**src/hw/rtl/ptf_pkg.sv**
```systemverilog
// Shared constants, types and helpers for the page table replacement unit.
`timescale 1ns / 1ps

package ptf_pkg;

    localparam int PAGE_COUNT_DEF  = 256;
    localparam int FRAME_COUNT_DEF = 64;
    localparam int PAGE_IN_W       = 8;
    localparam int FRAME_OUT_W     = 6;

    typedef struct packed {
        logic look;
        logic update;
        logic shift_all;
        logic shift_hit;
    } t_cell_ctrl;

    // Page number modulo the page count by restoring subtraction.
    function automatic logic [PAGE_IN_W-1:0] page_mod(input logic [PAGE_IN_W-1:0] value,
                                                      input int unsigned modulus);
        logic [31:0] rem;
        rem = {{(32-PAGE_IN_W){1'b0}}, value};
        for (int k = PAGE_IN_W - 1; k >= 0; k--) begin
            if (rem >= (32'(modulus) << k)) begin
                rem = rem - (32'(modulus) << k);
            end
        end
        return rem[PAGE_IN_W-1:0];
    endfunction

endpackage

```
**src/hw/rtl/ptf_cell.sv**
```systemverilog
// One slot of the order queue: resident page, its frame and lookup match.
`timescale 1ns / 1ps

module ptf_cell import ptf_pkg::*; #(
    parameter int PW  = 8,
    parameter int FW  = 6,
    parameter int CW  = 7,
    parameter int IDX = 0
) (
    input  logic          i_clk,
    input  logic          i_rst_n,
    input  t_cell_ctrl    i_ctrl,
    input  logic [PW-1:0] i_look_page,
    input  logic [CW-1:0] i_write_pos,
    input  logic [PW-1:0] i_new_page,
    input  logic [FW-1:0] i_new_frame,
    input  logic          i_nb_valid,
    input  logic [PW-1:0] i_nb_page,
    input  logic [FW-1:0] i_nb_frame,
    input  logic          i_hit_upto,
    input  logic [FW-1:0] i_frame_or,
    output logic          o_valid,
    output logic [PW-1:0] o_page,
    output logic [FW-1:0] o_frame,
    output logic          o_hit,
    output logic          o_hit_upto,
    output logic [FW-1:0] o_frame_or
);

    logic          r_valid, n_valid;
    logic [PW-1:0] r_page, n_page;
    logic [FW-1:0] r_frame, n_frame;
    logic          r_hit;
    logic          w_shift;

    assign o_valid    = r_valid;
    assign o_page     = r_page;
    assign o_frame    = r_frame;
    assign o_hit      = r_hit;
    assign o_hit_upto = i_hit_upto | r_hit;
    assign o_frame_or = i_frame_or | (r_hit ? r_frame : '0);

    // a removed entry below or at this slot moves everything above down by one
    assign w_shift = i_ctrl.shift_all | (i_ctrl.shift_hit & o_hit_upto);

    always_comb begin
        n_valid = r_valid;
        n_page  = r_page;
        n_frame = r_frame;
        if (i_ctrl.update) begin
            if (i_write_pos == CW'(IDX)) begin
                n_valid = 1'b1;
                n_page  = i_new_page;
                n_frame = i_new_frame;
            end else if (w_shift) begin
                n_valid = i_nb_valid;
                n_page  = i_nb_page;
                n_frame = i_nb_frame;
            end
        end
    end

    always_ff @(posedge i_clk) begin
        if (!i_rst_n) begin
            r_valid <= 1'b0;
            r_hit   <= 1'b0;
        end else begin
            r_valid <= n_valid;
            r_hit   <= i_ctrl.look & r_valid & (r_page == i_look_page);
        end
    end

    always_ff @(posedge i_clk) begin
        r_page  <= n_page;
        r_frame <= n_frame;
    end

endmodule

```
**src/hw/rtl/page_table_fifo_lru_replacement_unit.sv**
```systemverilog
// Top level: page translation with FIFO or LRU replacement over a chain of queue cells.
//
//  channel   | handshake                  | payload
//  ----------+----------------------------+---------------------------------------------
//  request   | start in, busy out         | i_page_number
//  result    | o_done strobe, one cycle   | o_frame_number, o_page_fault, o_evicted,
//            |                            | o_victim_page
//  config    | i_cfg_we                   | i_cfg_data (policy: 0 FIFO, 1 LRU)
//
// In order: the accept edge registers the page, in S_LOOK every cell compares its page,
// and in S_UPD the match and frame ripple down the chain and the queue updates.
// busy is high in S_LOOK and S_UPD after a transfer; the result strobe comes with busy low.
// Synchronous reset clears the cell valid bits and the count at once; no clearing pass.
// The receiver cannot stall: o_done is high for a single cycle; the result registers hold until the next update.
`timescale 1ns / 1ps

module page_table_fifo_lru_replacement_unit import ptf_pkg::*; #(
    parameter int PAGE_COUNT  = PAGE_COUNT_DEF,
    parameter int FRAME_COUNT = FRAME_COUNT_DEF
) (
    input  logic                   i_clk,
    input  logic                   i_rst_n,
    input  logic                   start,
    output logic                   busy,
    input  logic [PAGE_IN_W-1:0]   i_page_number,
    input  logic                   i_cfg_we,
    input  logic                   i_cfg_data,
    output logic                   o_done,
    output logic [FRAME_OUT_W-1:0] o_frame_number,
    output logic                   o_page_fault,
    output logic                   o_evicted,
    output logic [PAGE_IN_W-1:0]   o_victim_page
);

    localparam int PW = (PAGE_COUNT > (1 << PAGE_IN_W)) ? PAGE_IN_W : $clog2(PAGE_COUNT);
    localparam int FW = $clog2(FRAME_COUNT);
    localparam int CW = $clog2(FRAME_COUNT + 1);

    localparam logic [1:0] S_IDLE = 2'd0;
    localparam logic [1:0] S_LOOK = 2'd1;
    localparam logic [1:0] S_UPD  = 2'd2;

    logic [1:0]             r_state, n_state;
    logic                   r_policy_lru;
    logic [PW-1:0]          r_page;
    logic [CW-1:0]          r_count, n_count;
    logic                   r_done;
    logic [FRAME_OUT_W-1:0] r_frame_out;
    logic                   r_fault_out;
    logic                   r_evict_out;
    logic [PAGE_IN_W-1:0]   r_victim_out;

    logic [PAGE_IN_W-1:0]   w_page_mod;
    t_cell_ctrl             w_ctrl;
    logic [CW-1:0]          w_write_pos;
    logic [FW-1:0]          w_new_frame;
    logic                   w_any_hit;
    logic                   w_full;
    logic                   w_evict;
    logic [FW+FRAME_OUT_W-1:0] w_frame_ext;
    logic [PW+PAGE_IN_W-1:0]   w_victim_ext;

    logic [FRAME_COUNT:0]   w_valid;
    logic [PW-1:0]          w_page  [FRAME_COUNT+1];
    logic [FW-1:0]          w_frame [FRAME_COUNT+1];
    logic [FRAME_COUNT:0]   w_hit_upto;
    logic [FW-1:0]          w_frame_or [FRAME_COUNT+1];
    logic [FRAME_COUNT-1:0] w_hits;

    assign busy           = (r_state != S_IDLE);
    assign o_done         = r_done;
    assign o_frame_number = r_frame_out;
    assign o_page_fault   = r_fault_out;
    assign o_evicted      = r_evict_out;
    assign o_victim_page  = r_victim_out;

    assign w_page_mod = page_mod(i_page_number, PAGE_COUNT);

    // chain ends
    assign w_valid[FRAME_COUNT]    = 1'b0;
    assign w_page[FRAME_COUNT]     = '0;
    assign w_frame[FRAME_COUNT]    = '0;
    assign w_hit_upto[0]           = 1'b0;
    assign w_frame_or[0]           = '0;

    for (genvar g = 0; g < FRAME_COUNT; g++) begin : g_cell
        ptf_cell #(
            .PW  (PW),
            .FW  (FW),
            .CW  (CW),
            .IDX (g)
        ) u_cell (
            .i_clk       (i_clk),
            .i_rst_n     (i_rst_n),
            .i_ctrl      (w_ctrl),
            .i_look_page (r_page),
            .i_write_pos (w_write_pos),
            .i_new_page  (r_page),
            .i_new_frame (w_new_frame),
            .i_nb_valid  (w_valid[g+1]),
            .i_nb_page   (w_page[g+1]),
            .i_nb_frame  (w_frame[g+1]),
            .i_hit_upto  (w_hit_upto[g]),
            .i_frame_or  (w_frame_or[g]),
            .o_valid     (w_valid[g]),
            .o_page      (w_page[g]),
            .o_frame     (w_frame[g]),
            .o_hit       (w_hits[g]),
            .o_hit_upto  (w_hit_upto[g+1]),
            .o_frame_or  (w_frame_or[g+1])
        );
    end

    assign w_any_hit = w_hit_upto[FRAME_COUNT];
    assign w_full    = (r_count == CW'(FRAME_COUNT));
    assign w_evict   = !w_any_hit && w_full;

    always_comb begin
        w_ctrl.look      = (r_state == S_LOOK);
        w_ctrl.update    = (r_state == S_UPD) && (!w_any_hit || r_policy_lru);
        w_ctrl.shift_all = w_evict;
        w_ctrl.shift_hit = w_any_hit && r_policy_lru;
        if (w_ctrl.shift_all || w_ctrl.shift_hit) begin
            w_write_pos = r_count - CW'(1);
        end else begin
            w_write_pos = r_count;
        end
        priority if (w_any_hit) begin
            w_new_frame = w_frame_or[FRAME_COUNT];
        end else if (w_full) begin
            w_new_frame = w_frame[0];
        end else begin
            w_new_frame = r_count[FW-1:0];
        end
    end

    assign w_frame_ext  = {{FRAME_OUT_W{1'b0}}, w_new_frame};
    assign w_victim_ext = {{PAGE_IN_W{1'b0}}, w_page[0]};

    always_comb begin
        n_state = r_state;
        n_count = r_count;
        unique case (r_state)
            S_IDLE: begin
                if (start) begin
                    n_state = S_LOOK;
                end
            end
            S_LOOK: begin
                n_state = S_UPD;
            end
            S_UPD: begin
                n_state = S_IDLE;
                if (!w_any_hit && !w_full) begin
                    n_count = r_count + CW'(1);
                end
            end
            default: begin
                n_state = S_IDLE;
            end
        endcase
    end

    always_ff @(posedge i_clk) begin
        if (!i_rst_n) begin
            r_state      <= S_IDLE;
            r_count      <= '0;
            r_policy_lru <= 1'b0;
            r_done       <= 1'b0;
        end else begin
            r_state <= n_state;
            r_count <= n_count;
            r_done  <= (r_state == S_UPD);
            if (i_cfg_we) begin
                r_policy_lru <= i_cfg_data;
            end
        end
    end

    always_ff @(posedge i_clk) begin
        if (start && !busy) begin
            r_page <= w_page_mod[PW-1:0];
        end
        if (r_state == S_UPD) begin
            r_frame_out  <= w_frame_ext[FRAME_OUT_W-1:0];
            r_fault_out  <= !w_any_hit;
            r_evict_out  <= w_evict;
            r_victim_out <= w_evict ? w_victim_ext[PAGE_IN_W-1:0] : '0;
        end
    end

    assert property (@(posedge i_clk) disable iff (!i_rst_n)
        (r_state == S_UPD) |-> $onehot0(w_hits))
        else $error("more than one cell matched the page");

    assert property (@(posedge i_clk) disable iff (!i_rst_n)
        $countones(w_valid) == 32'(r_count))
        else $error("queue count disagrees with valid cells");

    assert property (@(posedge i_clk) disable iff (!i_rst_n)
        (r_state == S_UPD) |=> (o_done && !busy))
        else $error("result strobe missing after update");

    assert property (@(posedge i_clk) disable iff (!i_rst_n)
        (r_state == S_UPD && !w_any_hit && !w_full) |=> (r_count == $past(r_count) + CW'(1)))
        else $error("fault with a free frame did not grow the queue");

    assert property (@(posedge i_clk) disable iff (!i_rst_n)
        (o_done && o_evicted) |-> o_page_fault)
        else $error("eviction without a fault");

endmodule

```
**config.mk**
```make
export PLATFORM = sky130hd
export DESIGN_NAME = page_table_fifo_lru_replacement_unit
export DESIGN_NICKNAME = d
export VERILOG_FILES = /design/src/hw/rtl/ptf_pkg.sv /design/src/hw/rtl/ptf_cell.sv /design/src/hw/rtl/page_table_fifo_lru_replacement_unit.sv
export SDC_FILE = /design/constraint.sdc
export NUM_CORES = 2
export LEC_CHECK = 0
export BUFFER_PORTS_ARGS = -buffer_cell sky130_fd_sc_hd__buf_2
export CAP_MARGIN = 15
export CELL_PAD_IN_SITES_DETAIL_PLACEMENT = 2
export CELL_PAD_IN_SITES_GLOBAL_PLACEMENT = 2
export CORE_MARGIN = 8
export CORE_UTILIZATION = 25
export CTS_BUF_LIST = sky130_fd_sc_hd__clkbuf_8 sky130_fd_sc_hd__clkbuf_16
export DETAILED_ROUTE_END_ITERATION = 16
export HOLD_SLACK_MARGIN = 0.02
export PLACE_DENSITY = 0.48
export SYNTH_ARGS = -nofsm -noshare
export SYNTH_HDL_FRONTEND = slang
export SYNTH_SLANG_ARGS = --single-unit
```
**constraint.sdc**
```tcl
create_clock -name i_clk -period 6.5 [get_ports i_clk]
set_input_delay 0.325 -clock i_clk [delete_from_list [all_inputs] [get_ports i_clk]]
set_output_delay 0.325 -clock i_clk [all_outputs]
set_load 0.01 [all_outputs]
```
==> results.md <==
* PD cells at around 250 mW/mm²
* Synth Instances at roughly 4,000
* RSZ-0062 raised after global routing: false
* Fill cells at around 23,000
* Max frequency at around 170 MHz
* Worst VDD drop at 0.194 mV
* Crit-path max cell delay at 0.90 ns
* Root buffer cell: clkbuf_16
* Most frequent cells after synthesis: edfxtp_1 (920), mux2_2 (866), xnor2_1 (281), xor2_1 (238), clkbuf_1 (231)
* Starting density of the core at 25.1%
* Syn Area/Cell at ~13 µm²
* Share of synthesized flip-flops with an asynchronous set or reset at 0%
* Antenna Violating Nets Remaining at 0
* Initial antenna violation count at 12
* Power Total at between 0.015 and 0.02 W
* CP Launch Type: flip-flop
* Worst Tran Pin Value at between 1 and 1.5 ns
* Setup WS pre-CTS at just under 0.7 ns
* Mean routed wirelength per cell at ~34 µm
* Tcrit/Tclk final at 89.3%
* Minimum clock period at between 5 and 6 ns
* Global-route wire length before repair at ~330 mm
* Setup_tns at 0 ns
* Critical Path RT at between 6 and 7 ns
* Gr ovfl total at 0
* Number of synthesized register bits at around 1,100
* Port bufs at 30
* Critical Path End: g_cell[5].u_cell.o_page[1]
* Static Leak at a little over 20 nW
* Ys flop type: edfxtp_1
* FF-to-FF setup slack at ~0.7 ns
* Number of synthesized flops with an enable pin at 920
* Register area share after synthesis at between 50% and 60%
* Worst r2r dst: g_cell[5].u_cell.o_page[1]
* Critical path type: flip-flop to flip-flop
* Post-CTS Repair Setup Buffers at 0
* Number of global-route vias before repair at between 30,000 and 40,000
* Drt pass-1 iters at 5
* Nets@finish at just over 4,000
* Worst EP arrival at roughly 6.2 ns
* Gpl congestion at about 1.0
* Full die area at ~0.23 mm²
* Status: finished clean
* Largest net degree at the start of global routing at 72
* Final setup vio count at 0
* Detailed-route via count at between 30,000 and 40,000
* All-layer global routing usage at 20.1%
* Synth top area share at just over 50%
* Layout area overhead at 16.9%
* Number of buffers created by CTS at roughly 140
* Synth top area cells: edfxtp_1 (51%), mux2_2 (18%), dfxtp_1 (5.1%), xnor2_1 (4.5%), xor2_1 (3.8%)
* CTS tree: done
* Layout Skew at 0.0298 ns
* Crit path max fanout at 15
* 1st-iter DRT viols at around 2,700
* Setup WS post-layout at roughly 0.7 ns
* Max-slew violations at 0
* Die Ht at ~480 µm
* Drt via density at 5.14
* Reg clk slew, reported paths at around 0.060 ns
* CP max-delay cell: nor4_1
* Worst Reg-to-Reg Cells at 10
* Ys Warns at 0
* CP endpoint kind: flip-flop
* CP Launch Point: g_cell[31].u_cell.o_hit
* Synth Cell Area at roughly 0.054 mm²
* Layout cells sized above 1 at 33.9%
* CTS Sinks at approximately 1,100
* Final hold vios at 0
* Hold Crit Class: primary input to flip-flop
* Core Rows at 171
* Drt total wl at 239 mm
* Area leader, netlist: edfxtp_1
* Clock tree buffer depth at 3
* Syn Nets at 4,053
* Die width at slightly below 500 µm
* Post-DP HPWL at roughly 180 mm
* Most frequent cell after synthesis: edfxtp_1
* DRC viols at 0
* CTS H-tree lvls at 4
* I/O Pins at 31
* Crit-path cells: nor4_1 > and4_1 > and3_1 > nand3_2 > inv_2 > a211oi_1 > nor4_4 > buf_4 > nand3_2 > a21oi_2
* Slew HR at between 20% and 30%
* Clock latency on the worst-skew pair at 0.80 ns
* Total of max-cap violations at 0
* Yosys cell types at 75
* RR Startpoint: g_cell[31].u_cell.o_hit
* CP dominant cell by count: nand3_2
* Core region area at 0.217 mm²
==> flip-flops by register name, indices dropped and copies added, names as in the netlist, 2 cells and up <==
signal,count
g_cell.u_cell.o_frame,384
o_frame_number,6
g_cell.u_cell.o_valid,64
g_cell.u_cell.o_hit,64
r_page,8
g_cell.u_cell.o_page,512
o_victim_page,8
r_count,7
r_state,2
==> layout make-up <==
type                       instances  area, µm²  share of cell area, %
multi-input combinational       2586      22500                   35.4
clock inverter                    93        722                   1.14
clock buffer                     161       3840                   6.04
inverter                          36        136                  0.215
antenna                            1       2.50                0.00394
sequential                      1059      30400                   47.9
timing repair buffer             288       2370                   3.74
tap                             2854       3570                   5.62
==> logic make-up (layout without fill, tap and decap cells) <==
logic type,after synthesis,after routing,share of synthesized area (%)
fa+ha+maj,2,2,0.0460
simple gates,622,622,6.78
mux,906,906,18.7
other cells,0,1,0
xor+xnor,519,519,8.36
flops,1059,1059,55.9
buf+inv,393,578,3.02
compound gates,537,537,7.14
==> worst min path at each step <==
stage / startpoint / to / cells after the start
floorplan: i_page_number[0] / r_page[0] / 0
global placement: g_cell[63].u_cell.o_valid / g_cell[63].u_cell.o_hit / 2
detailed placement: g_cell[14].u_cell.o_valid / g_cell[14].u_cell.o_hit / 2
CTS: i_rst_n / r_state[1] / 4
global route: i_rst_n / r_state[1] / 4
finish: i_rst_n / r_state[1] / 4
==> metrics by stage <==
| step | cells | hold WS [ns] | utilization (%) | instance area, µm² |
|---|---|---|---|---|
| final | 7078 | 0.137 | 29.3 | 63500 |
| after global routing | 7077 | 0.116 | 29.3 | 63500 |
| after CTS | 7076 | 0.0746 | 29.3 | 63500 |
| after detailed placement | 6811 | 0.506 | 27.2 | 58900 |
| after global placement | 6810 | 0.500 | 27.2 | 58800 |
| after floorplan | 4038 | 0.424 | - | 54400 |
==> power by group <==
part	switching [W]	internal [W]	leakage [nW]
registers	0.0000117	0.00730	9.43
clock network	0.00314	0.00462	2.41
logic	0.000372	0.000175	8.66
==> cells in the final DEF (no fill, tap or decap), types with 12 or more instances in the layout <==
cell	Yosys	layout
nand3_4	12	12
a211oi_1	17	17
a22oi_1	124	124
mux2_2	866	866
buf_12	0	21
and2_1	25	25
clkinv_2	0	13
a311oi_1	18	18
o2111ai_1	23	23
edfxtp_1	920	920
mux2i_1	24	24
xor2_1	238	238
nor4_1	83	82
nand3_1	128	128
or3_1	23	23
a21oi_1	129	122
buf_4	13	224
inv_1	33	80
nor3_1	71	71
nand2_1	40	39
clkbuf_16	0	144
a22o_1	36	36
a221oi_1	43	43
mux2_1	16	16
a31oi_1	25	13
nand4_1	92	92
o211ai_1	17	17
clkinv_1	1	13
nor2_1	75	73
buf_2	71	30
nand3_2	23	23
o21ai_0	37	37
xnor2_1	281	281
dfxtp_1	139	139
clkbuf_8	0	17
==> worst max-delay path: cells and delay by family (launching register included) <==
family | cells | cell delay, ns
compound gates | 2 | 0.98
buf+inv | 2 | 0.63
flops | 1 | 0.47
simple gates | 6 | 3.33
==> what timing repair did <==
action / CTS / global route
hold buffers: 11 / 0
hold endpoints to repair: 10 / 0
gates resized for setup: 0 / 0
==> per-layer routing <==
layer	share of wire (%)	global-route usage (%)	up-vias
met5	0.0075	0	-
met3	4.0	2.80	315
li1	-	-	15700
met1	47	27.8	19400
met4	3.9	7.05	2
met2	46	32.1	921
No activity file was read; power rests on OpenSTA's default activity.
